File: src/sv/ops_pkg.sv
// Shared types, widths and arithmetic helpers for the pixel-to-sphere pipeline.
// No dependencies.
`default_nettype none

package ops_pkg;

  // Configuration register indexes
  typedef enum logic [2:0] {
    REG_INV_FX      = 3'd0,
    REG_INV_SKEW    = 3'd1,
    REG_INV_CX_TERM = 3'd2,
    REG_INV_FY      = 3'd3,
    REG_INV_CY_TERM = 3'd4,
    REG_MIRROR_XI   = 3'd5
  } reg_idx_t;

  localparam int CFG_AW = 3;
  localparam int CFG_DW = 32;
  localparam int XI_W   = 18;
  localparam int COORD_W = 12;

  localparam int NORM_W  = 21;   // normalized magnitude width
  localparam int RAD_W   = 44;   // radicand width (non-negative part)
  localparam int ROOT_W  = 22;   // floor sqrt width
  localparam int DEN_W   = 44;
  localparam int XC_W    = 39;   // xi * c
  localparam int NUM_W   = 40;
  localparam int DVD_W   = 62;   // v*num + den/2
  localparam int QUO_W   = 22;
  localparam int OUT_W   = 18;
  localparam int LANES   = 3;    // x, y, z
  localparam int STEPS   = 2;    // iterations per pipeline stage

  localparam logic signed [23:0] OUT_MAX = 24'sd131071;
  localparam logic signed [23:0] OUT_MIN = -24'sd131072;

  typedef struct packed {
    logic signed [31:0]  inv_fx;
    logic signed [31:0]  inv_skew;
    logic signed [31:0]  inv_cx_term;
    logic signed [31:0]  inv_fy;
    logic signed [31:0]  inv_cy_term;
    logic [XI_W-1:0]     mirror_xi;
  } cfg_t;

  typedef struct packed {
    logic keep;
    logic nx;
    logic ny;
    logic clamped;
  } flags_t;

  // payload that rides alongside the square root
  typedef struct packed {
    logic [NORM_W-1:0] a;
    logic [NORM_W-1:0] b;
    logic [NORM_W-1:0] c;
    logic [DEN_W-1:0]  den;
    logic [XC_W-1:0]   xc;
    flags_t            flags;
  } sqsb_t;

  typedef struct packed {
    logic [RAD_W+1:0]  rem;
    logic [ROOT_W-1:0] root;
  } sq_t;

  typedef struct packed {
    logic [DEN_W-1:0]  rem;
    logic [QUO_W-1:0]  low;
    logic [QUO_W-1:0]  quo;
  } dv_t;

  // one bit of restoring square root at bit position j
  function automatic sq_t sqrt_step(sq_t s, int j);
    logic [RAD_W+1:0] trial;
    sq_t r;
    trial = ({{(RAD_W+2-ROOT_W){1'b0}}, s.root} << (j + 1)) + ((RAD_W+2)'(1) << (2 * j));
    r = s;
    if (trial <= s.rem) begin
      r.rem  = s.rem - trial;
      r.root = s.root | (ROOT_W'(1) << j);
    end
    return r;
  endfunction

  // one quotient bit of restoring division
  function automatic dv_t div_step(dv_t s, logic [DEN_W-1:0] den);
    logic [DEN_W:0] r;
    dv_t o;
    r = {s.rem, s.low[QUO_W-1]};
    o.low = {s.low[QUO_W-2:0], 1'b0};
    if (r >= {1'b0, den}) begin
      o.rem = DEN_W'(r - {1'b0, den});
      o.quo = {s.quo[QUO_W-2:0], 1'b1};
    end else begin
      o.rem = r[DEN_W-1:0];
      o.quo = {s.quo[QUO_W-2:0], 1'b0};
    end
    return o;
  endfunction

  function automatic logic [OUT_W-1:0] sat18(logic signed [23:0] v);
    logic [OUT_W-1:0] r;
    if (v > OUT_MAX) r = OUT_MAX[OUT_W-1:0];
    else if (v < OUT_MIN) r = OUT_MIN[OUT_W-1:0];
    else r = v[OUT_W-1:0];
    return r;
  endfunction

endpackage

`default_nettype wire

File: src/sv/ops_sqrt.sv
// Pipelined restoring integer square root, two result bits per stage.
// Depends on ops_pkg; carries an sqsb_t payload alongside.
`default_nettype none

module ops_sqrt (
  input  wire logic                        clk,
  input  wire logic                        rst,
  input  wire logic                        ce,
  input  wire logic                        in_vld,
  input  wire logic [ops_pkg::RAD_W-1:0]   rad,
  input  ops_pkg::sqsb_t                   in_sb,
  output logic                             out_vld,
  output logic [ops_pkg::ROOT_W-1:0]       root,
  output ops_pkg::sqsb_t                   out_sb
);
  import ops_pkg::*;

  localparam int NST = ROOT_W / STEPS;

  sq_t   stg  [0:NST];
  sqsb_t sbs  [0:NST];
  logic  vlds [0:NST];

  assign stg[0]  = '{rem: {2'b00, rad}, root: '0};
  assign sbs[0]  = in_sb;
  assign vlds[0] = in_vld;

  for (genvar g = 0; g < NST; g++) begin : g_st
    sq_t   nxt;
    sq_t   pipe;
    sqsb_t sb;
    logic  vld;

    always_comb begin
      nxt = sqrt_step(stg[g], ROOT_W - 1 - STEPS * g);
      nxt = sqrt_step(nxt, ROOT_W - 2 - STEPS * g);
    end

    always_ff @(posedge clk) begin
      if (ce) begin
        pipe <= nxt;
        sb   <= sbs[g];
      end
    end

    always_ff @(posedge clk) begin
      if (rst) vld <= 1'b0;
      else if (ce) vld <= vlds[g];
    end

    assign stg[g+1]  = pipe;
    assign sbs[g+1]  = sb;
    assign vlds[g+1] = vld;
  end

  assign out_vld = vlds[NST];
  assign root    = stg[NST].root;
  assign out_sb  = sbs[NST];

endmodule

`default_nettype wire

File: config.mk
export PLATFORM = sky130hd
export DESIGN_NAME = ops_sqrt
export DESIGN_NICKNAME = d
export VERILOG_FILES = /design/src/sv/ops_pkg.sv /design/src/sv/ops_sqrt.sv
export SDC_FILE = /design/constraint.sdc
export NUM_CORES = 2
export LEC_CHECK = 0
export ABC_AREA = 1
export BUFFER_PORTS_ARGS = -buffer_cell sky130_fd_sc_hd__buf_2
export CAP_MARGIN = 20
export CORE_UTILIZATION = 64
export CTS_BUF_LIST = sky130_fd_sc_hd__clkbuf_4
export DETAILED_ROUTE_END_ITERATION = 10
export PLACE_DENSITY_LB_ADDON = 0.2
export SYNTH_ARGS = -nofsm -noshare
export SYNTH_HDL_FRONTEND = slang
export SYNTH_SLANG_ARGS = --single-unit
File: constraint.sdc
create_clock -name clk -period 4.8 [get_ports clk]
set_clock_uncertainty 0.2 [all_clocks]
set_input_delay 0.24 -clock clk [delete_from_list [all_inputs] [get_ports clk]]
set_output_delay 0.24 -clock clk [all_outputs]
set_load 0.005 [all_outputs]
==> flow_summary.toml, run 1 <==
[outcome]
status = "stopped before the end"
haltStage = "global routing (5_1_grt)"
toolErrorMsg = "[ERROR GRT-0232] Routing congestion too high. Check the congestion heatmap in the GUI."

[logic_synthesis]
synth_seq_cells = 2253
total_nets_after_synthesis = 8896
synth_area_per_cell_sq_um = 11.7
synth_area_sq_um = 98200
synth.yosys.seq_area_share_pct = 68.8
synth.distinct_cells = 64
netlist_instances = 8415
postSynth.asyncResetShare_pct = 0
yosys_warnings = 0
synthFlopType = "edfxtp_1"
synth-edff-count = 2242

[floorplanning]
die-width_um = 394
number_of_rows_created_at_floorplan = 143
initial_utilization_pct = 64.6
ioPinCount = 371
floorplan.die.height_um = 394

[placed_design]
dp_hpwl_um = 203000
numPlacedInstances = 11300
port-buffer-count = 370
place_congestion = 1.03

[clock_tree]
cts_buffer_depth = 4
clock_sink_count = 2253
number_of_buffers_added_by_the_clock_tree_synthesis_step = 566
clock-root-buffer = "clkbuf_4"
ctsHtreeMaxLevel = 6

[timing]
repair-timing-grt-worst-ep = "g_st[4].pipe[47]$_DFFE_PP_/D"
kind_of_the_worst_endpoint = "sequential cell input"

[global_routing]
global_route.usage.total_pct = 57.5
total_congestion_overflow_after_global_routing = 157
grt_start_max_net_pins = 151
number_of_antenna_violations_at_the_first_check_in_global_routing = 73
cell usage after synthesis (15+ instances only):
library cell	number	share of area, %
nand2_1	1947	7.4
o21ai_2	15	0.13
or2_2	29	0.18
inv_1	939	3.6
nor3_1	99	0.50
nor2_1	794	3.0
nand3_2	15	0.15
inv_2	47	0.18
nand3b_1	20	0.15
o21ai_0	294	1.5
buf_4	17	0.13
o21ai_1	27	0.14
nand3_1	489	2.5
ha_1	283	3.6
edfxtp_1	2242	69
o21bai_1	19	0.15
nor4_1	48	0.31
o211ai_1	17	0.13
a21oi_2	27	0.24
clkbuf_1	23	0.088
xor2_1	141	1.3
nor2_2	35	0.22
a21oi_1	334	1.7
nand2_2	57	0.36
xnor2_1	115	1.0
nand4_1	170	1.1
logic make-up after synthesis:
group | share of synthesized area (%)
AOI/OAI and AO/OA | 4.54
xor gates and xnor gates | 2.28
adders and majority gates | 3.60
buffers and inverters | 4.26
DFF | 68.8
muxes | 0.0115
and+or+nand+nor | 16.5
metrics by stage:
stage          setup slack (ns)  instance area [sq um]  util [%]  hold slack (ns)  TNS (ns)
2_1_floorplan             0.579                  98200         -            0.109         0
3_3_place_gp             -0.333                 107000      70.2            0.200     -4.09
3_5_place_dp             -0.301                 107000      70.2            0.205     -3.62
4_1_cts                  0.0120                 120000      78.7          0.00286         0
layer usage:
| layer | GRT usage [%] | GRT overflow |
|---|---|---|
| met1 | 61.1 | 22 |
| met2 | 78.0 | 57 |
| met3 | 37.4 | 14 |
| met4 | 44.8 | 61 |
| met5 | 24.0 | 3 |
what timing repair did:
action,in CTS
resized for setup,19
setup endpoints to repair,49
pin swaps,3
buffers inserted,2
cloned,3
hold endpoints to repair,2451
hold buffers,595
==> inputs of run 2 (changes only) <==
--- a/config.mk
+++ b/config.mk
@@ -8,10 +8,9 @@
 export ABC_AREA = 1
 export BUFFER_PORTS_ARGS = -buffer_cell sky130_fd_sc_hd__buf_2
 export CAP_MARGIN = 20
-export CORE_UTILIZATION = 64
-export CTS_BUF_LIST = sky130_fd_sc_hd__clkbuf_4
+export CORE_UTILIZATION = 40
 export DETAILED_ROUTE_END_ITERATION = 10
-export PLACE_DENSITY_LB_ADDON = 0.2
+export PLACE_DENSITY_LB_ADDON = 0.15
 export SYNTH_ARGS = -nofsm -noshare
 export SYNTH_HDL_FRONTEND = slang
 export SYNTH_SLANG_ARGS = --single-unit
==> run 2 against run 1 <==
  * The flow now finishes without violations
  * Area after synthesis stayed put
  * Synthesized cell count unchanged
==> flow_summary.toml, run 2 <==
[global_routing]
global_route.usage.total_pct = 20.7
wire_length_of_the_first_global_routing_pass_um = 393000
grt_pass1_vias = 65300
total_congestion_overflow_after_global_routing = 0
grt_start_max_net_pins = 136
number_of_antenna_violations_at_the_first_check_in_global_routing = 7

[drt]
topRoutingLayerUsed = "met5"
wl_met1_um = 122000
wl_met2_um = 120000
detailroute.via_count = 66000
drcViolationCount = 0
routed_wirelength_um = 260000
ant_nets = 0
post_drt_via_cell_ratio = 4.89
routed_wire_length_per_instance_um = 19.2
met3_wire_length_um = 11800
first_iter_violations = 4818
dr.pass1.iters = 6

[setup_path]
worst_r2r_path_depth = 20
critical_path_depth = 20
worst_path_max_delay_cell = "edfxtp_1"
critPathRequiredTime_ns = 5.18
reg2reg_slack_ns = 0.20
critical_path_peak_fanout = 10
top_family_by_delay_on_critical_path = "simple AND/OR/NAND/NOR gates"
timing.critical_path.slowest_cell_delay_ns = 0.45
critical_path.endpoint_type = "flop"
critical_path_class = "reg -> reg"
worst_path_buffer_plus_inverter_count = 3
crit_chain = "ha_4 -> nand2_1 -> nor3_2 -> nand2_2 -> nor3_4 -> nand2_1 -> nor2b_4 -> nor2_4 -> buf_4 -> o21ai_0 -> ha_1 -> a21oi_1 -> inv_1 -> a21oi_1 -> o21ai_0 -> inv_1 -> nand2_1 -> nor2_1 -> or2_0 -> a21oi_1"
worst_setup_path_start_kind = "flop"
arrival_ns = 4.98

[logic_synthesis]
synthFlopType = "edfxtp_1"
synth_seq_cells = 2253
yosys_warnings = 0
netlist.area_leader.share_pct = 68.5
post_synth_xor_area_fraction_pct = 2.28
total_nets_after_synthesis = 8896
synth.yosys.seq_area_share_pct = 68.8
synthSimpleGateAreaFrac_pct = 16.5
synth.distinct_cells = 64
synth_mux_area_share_pct = 0.0115
synth_compound_gate_area_share_pct = 4.54
synth.top_cells.by_area = "edfxtp_1 69%, nand2_1 7.4%, ha_1 3.6%"
synth_area_leader_cell = "edfxtp_1"
post-synth-top-count-cell = "edfxtp_1"
synth-edff-count = 2242
synthAdderAreaFrac_pct = 3.60
synth_area_sq_um = 98200
ys_top_cells_by_count = "2242 x edfxtp_1, 1947 x nand2_1, 939 x inv_1"
netlist_instances = 8415
synth_top_family_by_area = "simple AND/OR/NAND/NOR gates"
postSynth.asyncResetShare_pct = 0
synth_area_per_cell_sq_um = 11.7

[clock_tree]
ctsHtreeMaxLevel = 4
cts_buffer_depth = 3
clock-root-buffer = "clkbuf_16"
worst_skew_pair.late_latency_ns = 0.89
cts_tree = "yes"
number_of_buffers_added_by_the_clock_tree_synthesis_step = 232
clock_slew_at_the_register_clock_pins_of_the_worst_setup_and_hold_paths_ns = 0.06
clock_sink_count = 2253

[finish]
largest_register = "g_st.sb"
post_layout_cell_count = 13500
largest_reg_flops = 1500
final_cell_mix = "2242 x edfxtp_1, 1923 x nand2_1, 926 x inv_1"
final_layout_size_suffix_gt1_share_pct = 18.5
mostFrequentLayoutCell = "edfxtp_1"
design_area_sq_um = 122000
area_delta_synth_final_pct = 24.2
finalNetCount = 10600
num-fill-cells = 21800

[hold_path]
min_delay_path_depth = 0
timing.hold.worst.class = "reg -> reg"

[floorplanning]
floorplan.die.height_um = 498
number_of_rows_created_at_floorplan = 181
coreArea_sq_um = 244000
dieArea_sq_um = 248000
initial_utilization_pct = 40.3
ioPinCount = 371
die-width_um = 498

[timing]
report.final.hold_viol_count = 0
worst-slew-pin-transition_ns = 0.886
finalMaxSlewViolations = 0
fin_worst_hold_slack_ns = 0.138
finalSetupViolCount = 0
maxClockFrequency_mhz = 217
post-route-min-period_ns = 4.60
headroom_to_the_max_slew_limit_pct = 40.9
post_route_setup_tns_ns = 0
finalCritPeriodShare_pct = 95.9

[pwr]
total_power_mw = 58.8
pwr_density_nw_per_um2 = 482
power.leakage_nw = 48.9
vdd.ir_drop.worst_uv = 352

[placed_design]
place_congestion = 0.959
numPlacedInstances = 12600
placement.cell_area_sq_um = 109000
dp_hpwl_um = 197000
port-buffer-count = 370

[flow_run]
cap_violations = 0

[outcome]
status = "finished clean"
==> run 2: cell type report <==
cell class,count,area [sq um],area share [%]
diodes,3,7.51,0.00615
clock buffers,279,5980,4.90
clock inverters,136,1330,1.09
inverters,988,3720,3.05
multi-input cells,5110,27400,22.4
flip-flops and latches,2253,67500,55.4
well taps,3202,4010,3.28
repair buffers,1544,12000,9.87
repair inverters,1,7.51,0.00615
==> run 2: cell families (layout without fill, tap and decap cells) <==
| kind of cell | Yosys count | count (layout) |
|---|---|---|
| AOI/OAI and AO/OA | 802 | 802 |
| xor gates and xnor gates | 256 | 256 |
| adders and majority gates | 283 | 283 |
| buffers and inverters | 1058 | 2948 |
| DFF | 2253 | 2253 |
| muxes | 1 | 1 |
| other | 0 | 3 |
| and+or+nand+nor | 3762 | 3768 |
==> run 2: power breakdown <==
group          internal (mW)  switching, mW
logic                   6.31           10.4
registers               23.9           1.14
clock network           9.47           7.62
total                   39.7           19.2
==> run 2: routing by layer <==
layer | global-route usage, % | up-vias
met5 | 0 | -
met4 | 4.78 | 2
met3 | 3.07 | 341
met2 | 33.3 | 1416
met1 | 29.3 | 31700
li1 | - | 32600
==> run 2: per-stage QoR <==
step           setup slack, ns  utilization [%]
6_report                 0.197             50.1
4_1_cts                0.00321             49.6
2_1_floorplan            0.579                -
5_1_grt                -0.0483             50.1
3_3_place_gp            -0.625             44.9
3_5_place_dp            -0.585             44.9
==> run 2: what timing repair did <==
action | in CTS | in global routing
buffers inserted | 16 | 37
gates cloned | 2 | 6
hold endpoints to repair | 459 | 0
endpoints found under the setup margin | 53 | 219
hold buffers | 393 | 0
pin swaps | 4 | 40
gates resized for setup | 20 | 212
==> run 2: final timing paths <==
path / start / end
max: g_st[4].pipe[54]$_DFFE_PP_ / g_st[5].pipe[59]$_DFFE_PP_
min: g_st[2].sb[78]$_DFFE_PP_ / g_st[3].sb[78]$_DFFE_PP_
max reg2reg: g_st[4].pipe[54]$_DFFE_PP_ / g_st[5].pipe[59]$_DFFE_PP_
min reg2reg: g_st[2].sb[78]$_DFFE_PP_ / g_st[3].sb[78]$_DFFE_PP_
Note: power is estimated with default switching activity, not from simulation.
