--- config.mk ---
export PLATFORM = sky130hd
export DESIGN_NAME = ops_cfg
export DESIGN_NICKNAME = d
export VERILOG_FILES = /design/src/sv/ops_pkg.sv /design/src/sv/ops_cfg.sv
export SDC_FILE = /design/constraint.sdc
export NUM_CORES = 1
export LEC_CHECK = 0
export ABC_AREA = 1
export ABC_CLOCK_PERIOD_IN_PS = 1100
export CAP_MARGIN = 15
export CORE_UTILIZATION = 30
export CTS_BUF_LIST = sky130_fd_sc_hd__clkbuf_2 sky130_fd_sc_hd__clkbuf_4 sky130_fd_sc_hd__clkbuf_8
export CTS_CLUSTER_SIZE = 20
export DETAILED_ROUTE_END_ITERATION = 8
export DONT_BUFFER_PORTS = 1
export PLACE_DENSITY = 0.56
export SYNTH_ARGS = -nofsm -noshare
export SYNTH_HDL_FRONTEND = slang
export SYNTH_SLANG_ARGS = --single-unit
--- constraint.sdc ---
create_clock -name clk -period 1.1 [get_ports clk]
set_clock_uncertainty 0.15 [all_clocks]
set_input_delay 0.055 -clock clk [delete_from_list [all_inputs] [get_ports clk]]
set_output_delay 0.055 -clock clk [all_outputs]
set_load 0.05 [all_outputs]
--- src/sv/ops_pkg.sv ---
// Shared types, widths and arithmetic helpers for the pixel-to-sphere pipeline.
// No dependencies.
`default_nettype none

package ops_pkg;

  // Configuration register indexes
  typedef enum logic [2:0] {
    REG_INV_FX      = 3'd0,
    REG_INV_SKEW    = 3'd1,
    REG_INV_CX_TERM = 3'd2,
    REG_INV_FY      = 3'd3,
    REG_INV_CY_TERM = 3'd4,
    REG_MIRROR_XI   = 3'd5
  } reg_idx_t;

  localparam int CFG_AW = 3;
  localparam int CFG_DW = 32;
  localparam int XI_W   = 18;
  localparam int COORD_W = 12;

  localparam int NORM_W  = 21;   // normalized magnitude width
  localparam int RAD_W   = 44;   // radicand width (non-negative part)
  localparam int ROOT_W  = 22;   // floor sqrt width
  localparam int DEN_W   = 44;
  localparam int XC_W    = 39;   // xi * c
  localparam int NUM_W   = 40;
  localparam int DVD_W   = 62;   // v*num + den/2
  localparam int QUO_W   = 22;
  localparam int OUT_W   = 18;
  localparam int LANES   = 3;    // x, y, z
  localparam int STEPS   = 2;    // iterations per pipeline stage

  localparam logic signed [23:0] OUT_MAX = 24'sd131071;
  localparam logic signed [23:0] OUT_MIN = -24'sd131072;

  typedef struct packed {
    logic signed [31:0]  inv_fx;
    logic signed [31:0]  inv_skew;
    logic signed [31:0]  inv_cx_term;
    logic signed [31:0]  inv_fy;
    logic signed [31:0]  inv_cy_term;
    logic [XI_W-1:0]     mirror_xi;
  } cfg_t;

  typedef struct packed {
    logic keep;
    logic nx;
    logic ny;
    logic clamped;
  } flags_t;

  // payload that rides alongside the square root
  typedef struct packed {
    logic [NORM_W-1:0] a;
    logic [NORM_W-1:0] b;
    logic [NORM_W-1:0] c;
    logic [DEN_W-1:0]  den;
    logic [XC_W-1:0]   xc;
    flags_t            flags;
  } sqsb_t;

  typedef struct packed {
    logic [RAD_W+1:0]  rem;
    logic [ROOT_W-1:0] root;
  } sq_t;

  typedef struct packed {
    logic [DEN_W-1:0]  rem;
    logic [QUO_W-1:0]  low;
    logic [QUO_W-1:0]  quo;
  } dv_t;

  // one bit of restoring square root at bit position j
  function automatic sq_t sqrt_step(sq_t s, int j);
    logic [RAD_W+1:0] trial;
    sq_t r;
    trial = ({{(RAD_W+2-ROOT_W){1'b0}}, s.root} << (j + 1)) + ((RAD_W+2)'(1) << (2 * j));
    r = s;
    if (trial <= s.rem) begin
      r.rem  = s.rem - trial;
      r.root = s.root | (ROOT_W'(1) << j);
    end
    return r;
  endfunction

  // one quotient bit of restoring division
  function automatic dv_t div_step(dv_t s, logic [DEN_W-1:0] den);
    logic [DEN_W:0] r;
    dv_t o;
    r = {s.rem, s.low[QUO_W-1]};
    o.low = {s.low[QUO_W-2:0], 1'b0};
    if (r >= {1'b0, den}) begin
      o.rem = DEN_W'(r - {1'b0, den});
      o.quo = {s.quo[QUO_W-2:0], 1'b1};
    end else begin
      o.rem = r[DEN_W-1:0];
      o.quo = {s.quo[QUO_W-2:0], 1'b0};
    end
    return o;
  endfunction

  function automatic logic [OUT_W-1:0] sat18(logic signed [23:0] v);
    logic [OUT_W-1:0] r;
    if (v > OUT_MAX) r = OUT_MAX[OUT_W-1:0];
    else if (v < OUT_MIN) r = OUT_MIN[OUT_W-1:0];
    else r = v[OUT_W-1:0];
    return r;
  endfunction

endpackage

`default_nettype wire

--- src/sv/ops_cfg.sv ---
// Configuration register file for the unprojection pipeline.
// Depends on ops_pkg.
`default_nettype none

module ops_cfg (
  input  wire logic                        clk,
  input  wire logic                        rst,
  input  wire logic                        cfg_we,
  input  wire logic [ops_pkg::CFG_AW-1:0]  cfg_addr,
  input  wire logic [ops_pkg::CFG_DW-1:0]  cfg_wdata,
  output ops_pkg::cfg_t                    cfg
);
  import ops_pkg::*;

  always_ff @(posedge clk) begin
    if (rst) begin
      cfg.inv_fx      <= 32'sd16777216;
      cfg.inv_skew    <= '0;
      cfg.inv_cx_term <= '0;
      cfg.inv_fy      <= 32'sd16777216;
      cfg.inv_cy_term <= '0;
      cfg.mirror_xi   <= '0;
    end else if (cfg_we) begin
      case (cfg_addr)
        REG_INV_FX:      cfg.inv_fx      <= cfg_wdata;
        REG_INV_SKEW:    cfg.inv_skew    <= cfg_wdata;
        REG_INV_CX_TERM: cfg.inv_cx_term <= cfg_wdata;
        REG_INV_FY:      cfg.inv_fy      <= cfg_wdata;
        REG_INV_CY_TERM: cfg.inv_cy_term <= cfg_wdata;
        REG_MIRROR_XI:   cfg.mirror_xi   <= cfg_wdata[XI_W-1:0];
        default: ;
      endcase
    end
  end

endmodule

`default_nettype wire

==> results_dict.tcl, run 1 <==
set metrics [dict create \
    outcome "finished with violations" \
    violations "hold timing, setup timing" \
    synth_top_family_by_area "simple AND/OR/NAND/NOR gates" \
    cp.required_ns 0.89 \
    instances_no_fill 1565 \
    die_area_sq_um 24000 \
    grt_max_degree 55 \
    worst_pin_slew_ns 0.419 \
    synth_area_sq_um 7000 \
    muxShareOfSynthArea 0 \
    clkPwrFrac 0.311 \
    fin_ws_ns -0.0842 \
    power.density_nw_per_um2 1240 \
    root_buffer "clkbuf_8" \
    crit_family "flip-flops" \
    yosysSeqAreaShare 0.509 \
    core_area_sq_um 22800 \
    fin_nets 1277 \
    crit_slowest_cell "dfxtp_2" \
    synth_warnings 0 \
    grt_usage 0.203 \
    syn_nets 1052 \
    grt_pass1_vias 6846 \
    hold_class "input pin to register" \
    holdWs_ns -0.178 \
    reg_top3 "cfg (178)" \
    swShare 0.318 \
    viasPerCell 4.65 \
    initial_core_util 0.307 \
    cts_buffer_depth 2 \
    critPathMaxStageDelay_ns 0.38 \
    crit_arrival_ns 0.98 \
    vias 7281 \
    clock_latency_ns 0.45 \
    cts_tree "built" \
    clkTransAtPathRegs_ns 0.11 \
    num_antenna_cells 0 \
    htreeDepth 4 \
    largest-register "cfg" \
    avgSynthCellArea_sq_um 6.91 \
    drt_iter0_drc 400 \
    path_class "register to output pin" \
    finish.utilization 0.504 \
    synth_compound_area_frac 0.000715 \
    routedWlPerCell_um 15.7 \
    numCtsBuffers 17 \
    synth_cell_types 12 \
    grt-ovfl-total 0 \
    worst-path-max-fanout 2 \
    hpwl_um 15800 \
    clock_sinks 178 \
    combPwrFrac 0.205 \
    fin_tns_setup_ns -9.59 \
    routed_wl_um 24600 \
    leakage_nw 5.00 \
    finalHoldViolCount 118 \
    io_pins 216 \
    gp_congestion 0.806 \
    rsz0062_at_grt "yes" \
    placed_cells 1474 \
    synth-simple-area-share 0.424 \
    synth-adder-area-share 0 \
    largest_reg_flops 178 \
    cp-end-kind "output pin" \
    die_x_um 155 \
    fin_crit_sh 1.08 \
    final_layout_size_suffix_gt1_frac 0.363 \
    ys_ff_latch 178 \
    first_pass_iters 5 \
    worstSetupStartpointType "register" \
    area_growth_pct 63.9 \
    route.detailed.drc 0 \
    fin_crit_ns 1.18 \
    p_sw_mw 4.55 \
    grt_pass1_wl_um 37600 \
    maxSlewViolCount 0 \
    max_cap_violations 0 \
    port_buffers 0 \
    setup_viol 178 \
    die_h_um 155 \
    dp_worst_setup_slack_ns -0.000929 \
    ir_drop_mv 0.636 \
    rows 55 \
    seq_power_share 0.484 \
    slew_headroom 0.721 \
    synth_xor_xnor_area_share 0 \
    antenna_left 0 \
    postSynthCellCount 1014 \
    fmax_mhz 844 \
    fillerInstances 2125 \
    critPathBufInv 1 \
    antenna_found_initial 0 \
    p_int_mw 9.74 \
    path_cells "buf_8" \
]
-- routing by layer --
metal  GRT usage  part of all wire
met1       0.261              0.44
met2       0.332              0.48
met3      0.0555             0.069
met4      0.0585             0.013
met5           0                 0
-- power by group through the flow --
stage,Combinational [mW],Sequential (mW),Clock [mW]
after floorplan,0.839,7.71,0
after global placement,2.42,6.94,0
after detailed placement,2.43,6.94,0
after CTS,2.84,6.91,4.59
after global routing,3.12,6.94,4.87
final,2.93,6.91,4.44
-- final timing paths --
check,slack [ns],to,depth (start not counted),startpoint
worst max register to register,0.11,cfg[67]$_SDFFE_PP0P_,4,cfg[67]$_SDFFE_PP0P_
worst min register to register,0.35,cfg[22]$_SDFFE_PP0P_,2,cfg[22]$_SDFFE_PP0P_
worst min-delay path,-0.18,cfg[130]$_SDFFE_PP0P_,5,cfg_addr[2]
worst max-delay path,-0.08,cfg[161],1,cfg[161]$_SDFFE_PP0P_
-- cell usage in the layout, fill, tap and decap left out, drive strengths merged --
cell          instances
dlymetal6s4s          3
clkinvlp              4
clkbuf               19
inv                  43
nand2               186
buf                 229
dlygate4sd3          42
clkinv                5
dfxtp               178
bufinv                2
nor2                362
o21ai                 1
nand3               178
-- cells by family (layout without fill, tap and decap cells) --
group           after synthesis  in the layout
simple gates                726            726
flops                       178            178
compound gates                1              1
buf+inv                     109            347
-- metrics by stage --
| step | area, sq um | hold slack, ns | power [mW] |
|---|---|---|---|
| after CTS | 11200 | -0.182 | 14.3 |
| after global routing | 11500 | -0.196 | 14.9 |
| after global placement | 9020 | 0.0269 | 9.36 |
| after detailed placement | 9020 | 0.0336 | 9.38 |
| after floorplan | 7000 | 0.0182 | 8.54 |
| final | 11500 | -0.178 | 14.3 |
-- area by class of cell --
type	count	area, sq um	share of cell area
inverters	39	173	0.0150
multi-input cells	727	3020	0.263
repair buffers	275	3720	0.324
well taps	313	392	0.0341
clock inverters	14	128	0.0111
repair inverters	1	8.76	0.000763
flip-flops and latches	178	3790	0.330
clock buffers	18	248	0.0216
-- timing repair --
action | 4_1_cts | 5_1_grt
endpoints found under the setup margin | 178 | 315
hold buffers | 49 | 2
setup buffers | 3 | 9
gates resized for setup | 475 | 43
gates cloned | 0 | 2
pin swaps | 0 | 1
hold endpoints to repair | 178 | 120
-- cells in the mapped netlist --
master	number	area, sq um
nand3_1	178	891
dfxtp_1	178	3560
nor2_2	3	18.8
inv_2	4	15.0
o21ai_0	1	5.00
nor2_4	2	22.5
buf_1	14	52.6
buf_2	44	220
nand2_1	186	698
inv_1	35	131
clkbuf_1	12	45.0
nor2_1	357	1340
Power figures use the tool's default switching activity.
==> inputs of run 2 (changes only) <==
--- a/config.mk
+++ b/config.mk
@@ -10,9 +10,10 @@
 export CAP_MARGIN = 15
 export CORE_UTILIZATION = 30
 export CTS_BUF_LIST = sky130_fd_sc_hd__clkbuf_2 sky130_fd_sc_hd__clkbuf_4 sky130_fd_sc_hd__clkbuf_8
-export CTS_CLUSTER_SIZE = 20
+export CTS_CLUSTER_SIZE = 30
 export DETAILED_ROUTE_END_ITERATION = 8
 export DONT_BUFFER_PORTS = 1
+export HOLD_SLACK_MARGIN = 0.02
 export PLACE_DENSITY = 0.56
 export SYNTH_ARGS = -nofsm -noshare
 export SYNTH_HDL_FRONTEND = slang
==> results_dict.tcl, run 2 (synthesis gave the netlist of run 1 again) <==
set metrics [dict create \
    outcome "finished with violations" \
    violations "hold timing, setup timing" \
    grt-ovfl-total 0 \
    fin_crit_ns 1.19 \
    grt_pass1_wl_um 37300 \
    drt_iter0_drc 408 \
    cp-end-kind "output pin" \
    fin_crit_sh 1.08 \
    rsz0062_at_grt "yes" \
    path_cells "buf_8" \
    hold_buffers 42 \
    htreeDepth 4 \
    core_area_sq_um 22800 \
    die_x_um 155 \
    grt_pass1_vias 6788 \
    hpwl_um 15800 \
    leakage_nw 4.94 \
    routedWlPerCell_um 15.9 \
    placed_cells 1474 \
    hp-start "cfg_addr[2]" \
    grt_max_degree 55 \
    layout_common_cells "nor2_1, nand2_1, nand3_1, dfxtp_2, buf_8" \
    finalHoldViolCount 119 \
    clock_latency_ns 0.44 \
    crit_arrival_ns 0.98 \
    fin_ws_ns -0.0885 \
    path_class "register to output pin" \
    clkTransAtPathRegs_ns 0.11 \
    crit_family "flip-flops" \
    num_antenna_cells 0 \
    antenna_found_initial 0 \
    power.density_nw_per_um2 1250 \
    rows 55 \
    initial_core_util 0.307 \
    clock_sinks 178 \
    instances_no_fill 1554 \
    die_area_sq_um 24000 \
    rr_startpoint "cfg[67]$_SDFFE_PP0P_" \
    gp_congestion 0.806 \
    worst-path-max-fanout 2 \
    vias 7209 \
    port_buffers 0 \
    cp.required_ns 0.89 \
    fin_nets 1266 \
    max_cap_violations 0 \
    final_layout_size_suffix_gt1_frac 0.364 \
    setup_viol 178 \
    crit_slowest_cell "dfxtp_2" \
    critPathLaunch "cfg[161]$_SDFFE_PP0P_" \
    antenna_left 0 \
    first_pass_iters 5 \
    fmax_mhz 841 \
    cts_buffer_depth 2 \
    numCtsBuffers 17 \
    maxSlewViolCount 0 \
    final_common_cell "nor2_1" \
    area_growth_pct 62.5 \
    critPathBufInv 1 \
    largest-register "cfg" \
    dp_worst_setup_slack_ns -0.000929 \
    route.detailed.drc 0 \
    critPathMaxStageDelay_ns 0.38 \
    slew_headroom 0.729 \
    grt_usage 0.202 \
    fillerInstances 2126 \
    cts_tree "built" \
    holdWs_ns -0.144 \
    worstSetupStartpointType "register" \
    viasPerCell 4.64 \
    io_pins 216 \
    ir_drop_mv 0.643 \
    reg_top3 "cfg (178)" \
    routed_wl_um 24700 \
    die_h_um 155 \
    hold_class "input pin to register" \
    largest_reg_flops 178 \
    worst_pin_slew_ns 0.406 \
    root_buffer "clkbuf_8" \
]
run 2: changes by cell type in the layout (fill, tap and decap cells not counted), sizes merged:
cell	previous run	this run
dlygate4sd3	42	36
dlymetal6s4s	3	2
buf	229	225
run 2: final timing paths:
| path | end | slack, ns | depth (start not counted) |
|---|---|---|---|
| min | cfg[95]$_SDFFE_PP0P_ | -0.14 | 5 |
| max reg2reg | cfg[67]$_SDFFE_PP0P_ | 0.11 | 4 |
| max | cfg[161] | -0.09 | 1 |
| min reg2reg | cfg[22]$_SDFFE_PP0P_ | 0.35 | 2 |
run 2: worst reg2reg max path, delay by kind of cell, from the launching register on:
family                 cells  cell delay, ns
and+or+nand+nor            2            0.14
buffers and inverters      2            0.25
DFF                        1            0.34
run 2: per-stage QoR:
stage,hold slack (ns),power [mW],utilization,area [sq um],TNS (ns)
finish,-0.144,14.3,0.500,11400,-10.08
global route,-0.152,14.9,0.500,11400,-19.67
CTS,-0.182,14.3,0.490,11200,-16.32
detailed placement,0.0336,9.38,0.396,9020,-0.000929
global placement,0.0269,9.36,0.396,9020,0
floorplan,0.0182,8.54,-,7000,0
run 2: what timing repair did:
action | 4_1_cts | 5_1_grt
endpoints found under the hold margin | 178 | 121
setup buffers | 3 | 4
pin swaps | 0 | 2
resized for setup | 475 | 44
cloned | 0 | 3
setup endpoints to repair | 178 | 340
run 2: where the power goes:
part | total (mW) | internal (mW) | switching [mW] | leakage (nW)
combinational | 2.90 | 1.12 | 1.78 | 3.23
sequential | 6.91 | 6.71 | 0.202 | 1.53
clock | 4.44 | 1.88 | 2.57 | 0.182
total | 14.3 | 9.71 | 4.55 | 4.94
run 2: cell type report:
class | count | area (sq um) | area share
clock buffer | 18 | 248 | 0.0218
clock inverter | 14 | 128 | 0.0112
multi-input combinational | 727 | 3030 | 0.266
tap | 313 | 392 | 0.0344
timing repair buffer | 264 | 3610 | 0.318
timing repair inverter | 1 | 8.76 | 0.000770
sequential | 178 | 3790 | 0.333
inverter | 39 | 173 | 0.0152
run 2: metal layers:
metal | vias to the layer above | share of wire | GRT usage
met4 | 0 | 0.013 | 0.0580
met3 | 21 | 0.062 | 0.0538
met5 | - | 0 | 0
met1 | 3404 | 0.45 | 0.262
li1 | 3575 | - | -
met2 | 209 | 0.48 | 0.329
==> inputs of run 3 (changes only) <==
--- a/config.mk
+++ b/config.mk
@@ -8,13 +8,15 @@
 export ABC_AREA = 1
 export ABC_CLOCK_PERIOD_IN_PS = 1100
 export CAP_MARGIN = 15
+export CELL_PAD_IN_SITES_DETAIL_PLACEMENT = 1
+export CELL_PAD_IN_SITES_GLOBAL_PLACEMENT = 1
 export CORE_UTILIZATION = 30
 export CTS_BUF_LIST = sky130_fd_sc_hd__clkbuf_2 sky130_fd_sc_hd__clkbuf_4 sky130_fd_sc_hd__clkbuf_8
 export CTS_CLUSTER_SIZE = 30
 export DETAILED_ROUTE_END_ITERATION = 8
 export DONT_BUFFER_PORTS = 1
 export HOLD_SLACK_MARGIN = 0.02
-export PLACE_DENSITY = 0.56
+export PLACE_DENSITY = 0.71
 export SYNTH_ARGS = -nofsm -noshare
 export SYNTH_HDL_FRONTEND = slang
 export SYNTH_SLANG_ARGS = --single-unit
==> results_dict.tcl, run 3 (synthesis gave the netlist of run 1 again) <==
set metrics [dict create \
    hpwl_um 17700 \
    clock_sinks 178 \
    route.detailed.drc 0 \
    antenna_found_initial 1 \
    setup_viol 178 \
    crit_slowest_cell "dfxtp_2" \
    grt_pass1_vias 7889 \
    core_area_sq_um 22800 \
    grt_max_degree 34 \
    layout_common_cells "nor2_1, nand2_1, nand3_1" \
    crit_arrival_ns 0.99 \
    reg_top3 "cfg (178)" \
    viasPerCell 4.89 \
    finalHoldViolCount 127 \
    path_cells "buf_8" \
    port_buffers 0 \
    io_pins 216 \
    path_class "register to output pin" \
    clock_latency_ns 0.45 \
    fillerInstances 2627 \
    grt_usage 0.240 \
    cts_tree "built" \
    htreeDepth 4 \
    worstSetupStartpointType "register" \
    critPathMaxStageDelay_ns 0.38 \
    min_to "cfg[133]$_SDFFE_PP0P_" \
    largest-register "cfg" \
    rr_startpoint "cfg[14]$_SDFFE_PP0P_" \
    area_growth_pct 67.7 \
    rows 55 \
    maxSlewViolCount 0 \
    leakage_nw 5.11 \
    drt_iter0_drc 353 \
    max_cap_violations 0 \
    crit_family "flip-flops" \
    fin_nets 1287 \
    seq_power_share 0.462 \
    final_layout_size_suffix_gt1_frac 0.373 \
    clkPwrFrac 0.335 \
    root_buffer "clkbuf_8" \
    combPwrFrac 0.203 \
    initial_core_util 0.307 \
    worst_pin_slew_ns 0.484 \
    numCtsBuffers 17 \
    outcome "finished with violations" \
    critPathBufInv 1 \
    instances_no_fill 1576 \
    holdWs_ns -0.151 \
    grt_pass1_wl_um 43700 \
    violations "hold timing, setup timing" \
    hold_class "input pin to register" \
    cp.required_ns 0.89 \
    slew_headroom 0.677 \
    p_int_mw 10.3 \
    ir_drop_mv 0.627 \
    first_pass_iters 4 \
    routedWlPerCell_um 19.1 \
    routed_wl_um 30200 \
    min_delay_path_depth 5 \
    dp_worst_setup_slack_ns -0.0714 \
    dpl_cell_area_sq_um 9070 \
    gp_congestion 0.796 \
    finish.utilization 0.516 \
    die_x_um 155 \
    worst-path-max-fanout 2 \
    r2r_slack_ns 0.10 \
    vias 7704 \
    rsz0062_at_grt "yes" \
    cts_buffer_depth 2 \
    swShare 0.311 \
    fin_tns_setup_ns -12.29 \
    hp-start "cfg_addr[2]" \
    p_sw_mw 4.66 \
    ff2ff_path_depth 4 \
    critPathLaunch "cfg[162]$_SDFFE_PP0P_" \
    die_area_sq_um 24000 \
    placed_cells 1476 \
    design_area_sq_um 11700 \
    r2r_end "cfg[14]$_SDFFE_PP0P_" \
    die_h_um 155 \
    fmax_mhz 838 \
    largest_reg_flops 178 \
    cp-end-kind "output pin" \
    power.density_nw_per_um2 1280 \
    final_common_cell "nor2_1" \
    clkTransAtPathRegs_ns 0.09 \
    power_mw 15.0 \
    antenna_left 0 \
    fin_crit_ns 1.19 \
    fin_ws_ns -0.0934 \
    fin_crit_sh 1.08 \
    grt-ovfl-total 0 \
]
[run 3: changes by cell type in the layout (fill, tap and decap cells not counted), sizes merged]
cell         change
inv              +1
bufinv           +2
clkinv           -3
buf             +16
clkbuf           +6
diode            +1
dlygate4sd3      +1
clkinvlp         -2
[run 3: cell type report]
cell class | instances | area, sq um | area share
inverter | 39 | 173 | 0.0147
antenna | 1 | 2.50 | 0.000213
clock buffer | 21 | 277 | 0.0235
clock inverter | 11 | 150 | 0.0128
timing repair buffer | 284 | 3890 | 0.331
multi-input combinational | 727 | 3030 | 0.258
timing repair inverter | 2 | 17.5 | 0.00149
sequential | 178 | 3810 | 0.325
tap | 313 | 392 | 0.0334
[run 3: worst max-delay path by stage]
stage / end / slack [ns] / cells after the start
final: cfg[162] / -0.09 / 1
after global routing: cfg[28] / -0.14 / 1
after CTS: cfg[110] / -0.13 / 1
after detailed placement: cfg[136]$_SDFFE_PP0P_ / -0.07 / 6
after global placement: cfg[136]$_SDFFE_PP0P_ / -0.01 / 6
after floorplan: cfg[126]$_SDFFE_PP0P_ / 0.05 / 7
[run 3: repair_timing]
action / CTS / global route
gates resized for setup: 494 / 43
hold buffers: 42 / 3
setup endpoints to repair: 178 / 263
hold endpoints to repair: 178 / 156
cloned: 0 / 6
pin swaps: 0 / 4
setup buffers: 3 / 19
[run 3: layer usage]
| metal | wire length, um | global-route usage |
|---|---|---|
| met1 | 12000 | 0.261 |
| met2 | 15700 | 0.438 |
| met3 | 1650 | 0.0608 |
| met4 | 804 | 0.102 |
| met5 | 0 | 0 |
[run 3: power groups by stage]
| stage | registers, mW | logic (mW) | clock network, mW |
|---|---|---|---|
| final | 6.91 | 3.05 | 5.02 |
| after floorplan | 7.71 | 0.839 | 0 |
| after global routing | 6.93 | 3.21 | 5.38 |
| after detailed placement | 6.95 | 2.50 | 0 |
| after CTS | 6.91 | 2.89 | 5.11 |
| after global placement | 6.94 | 2.46 | 0 |
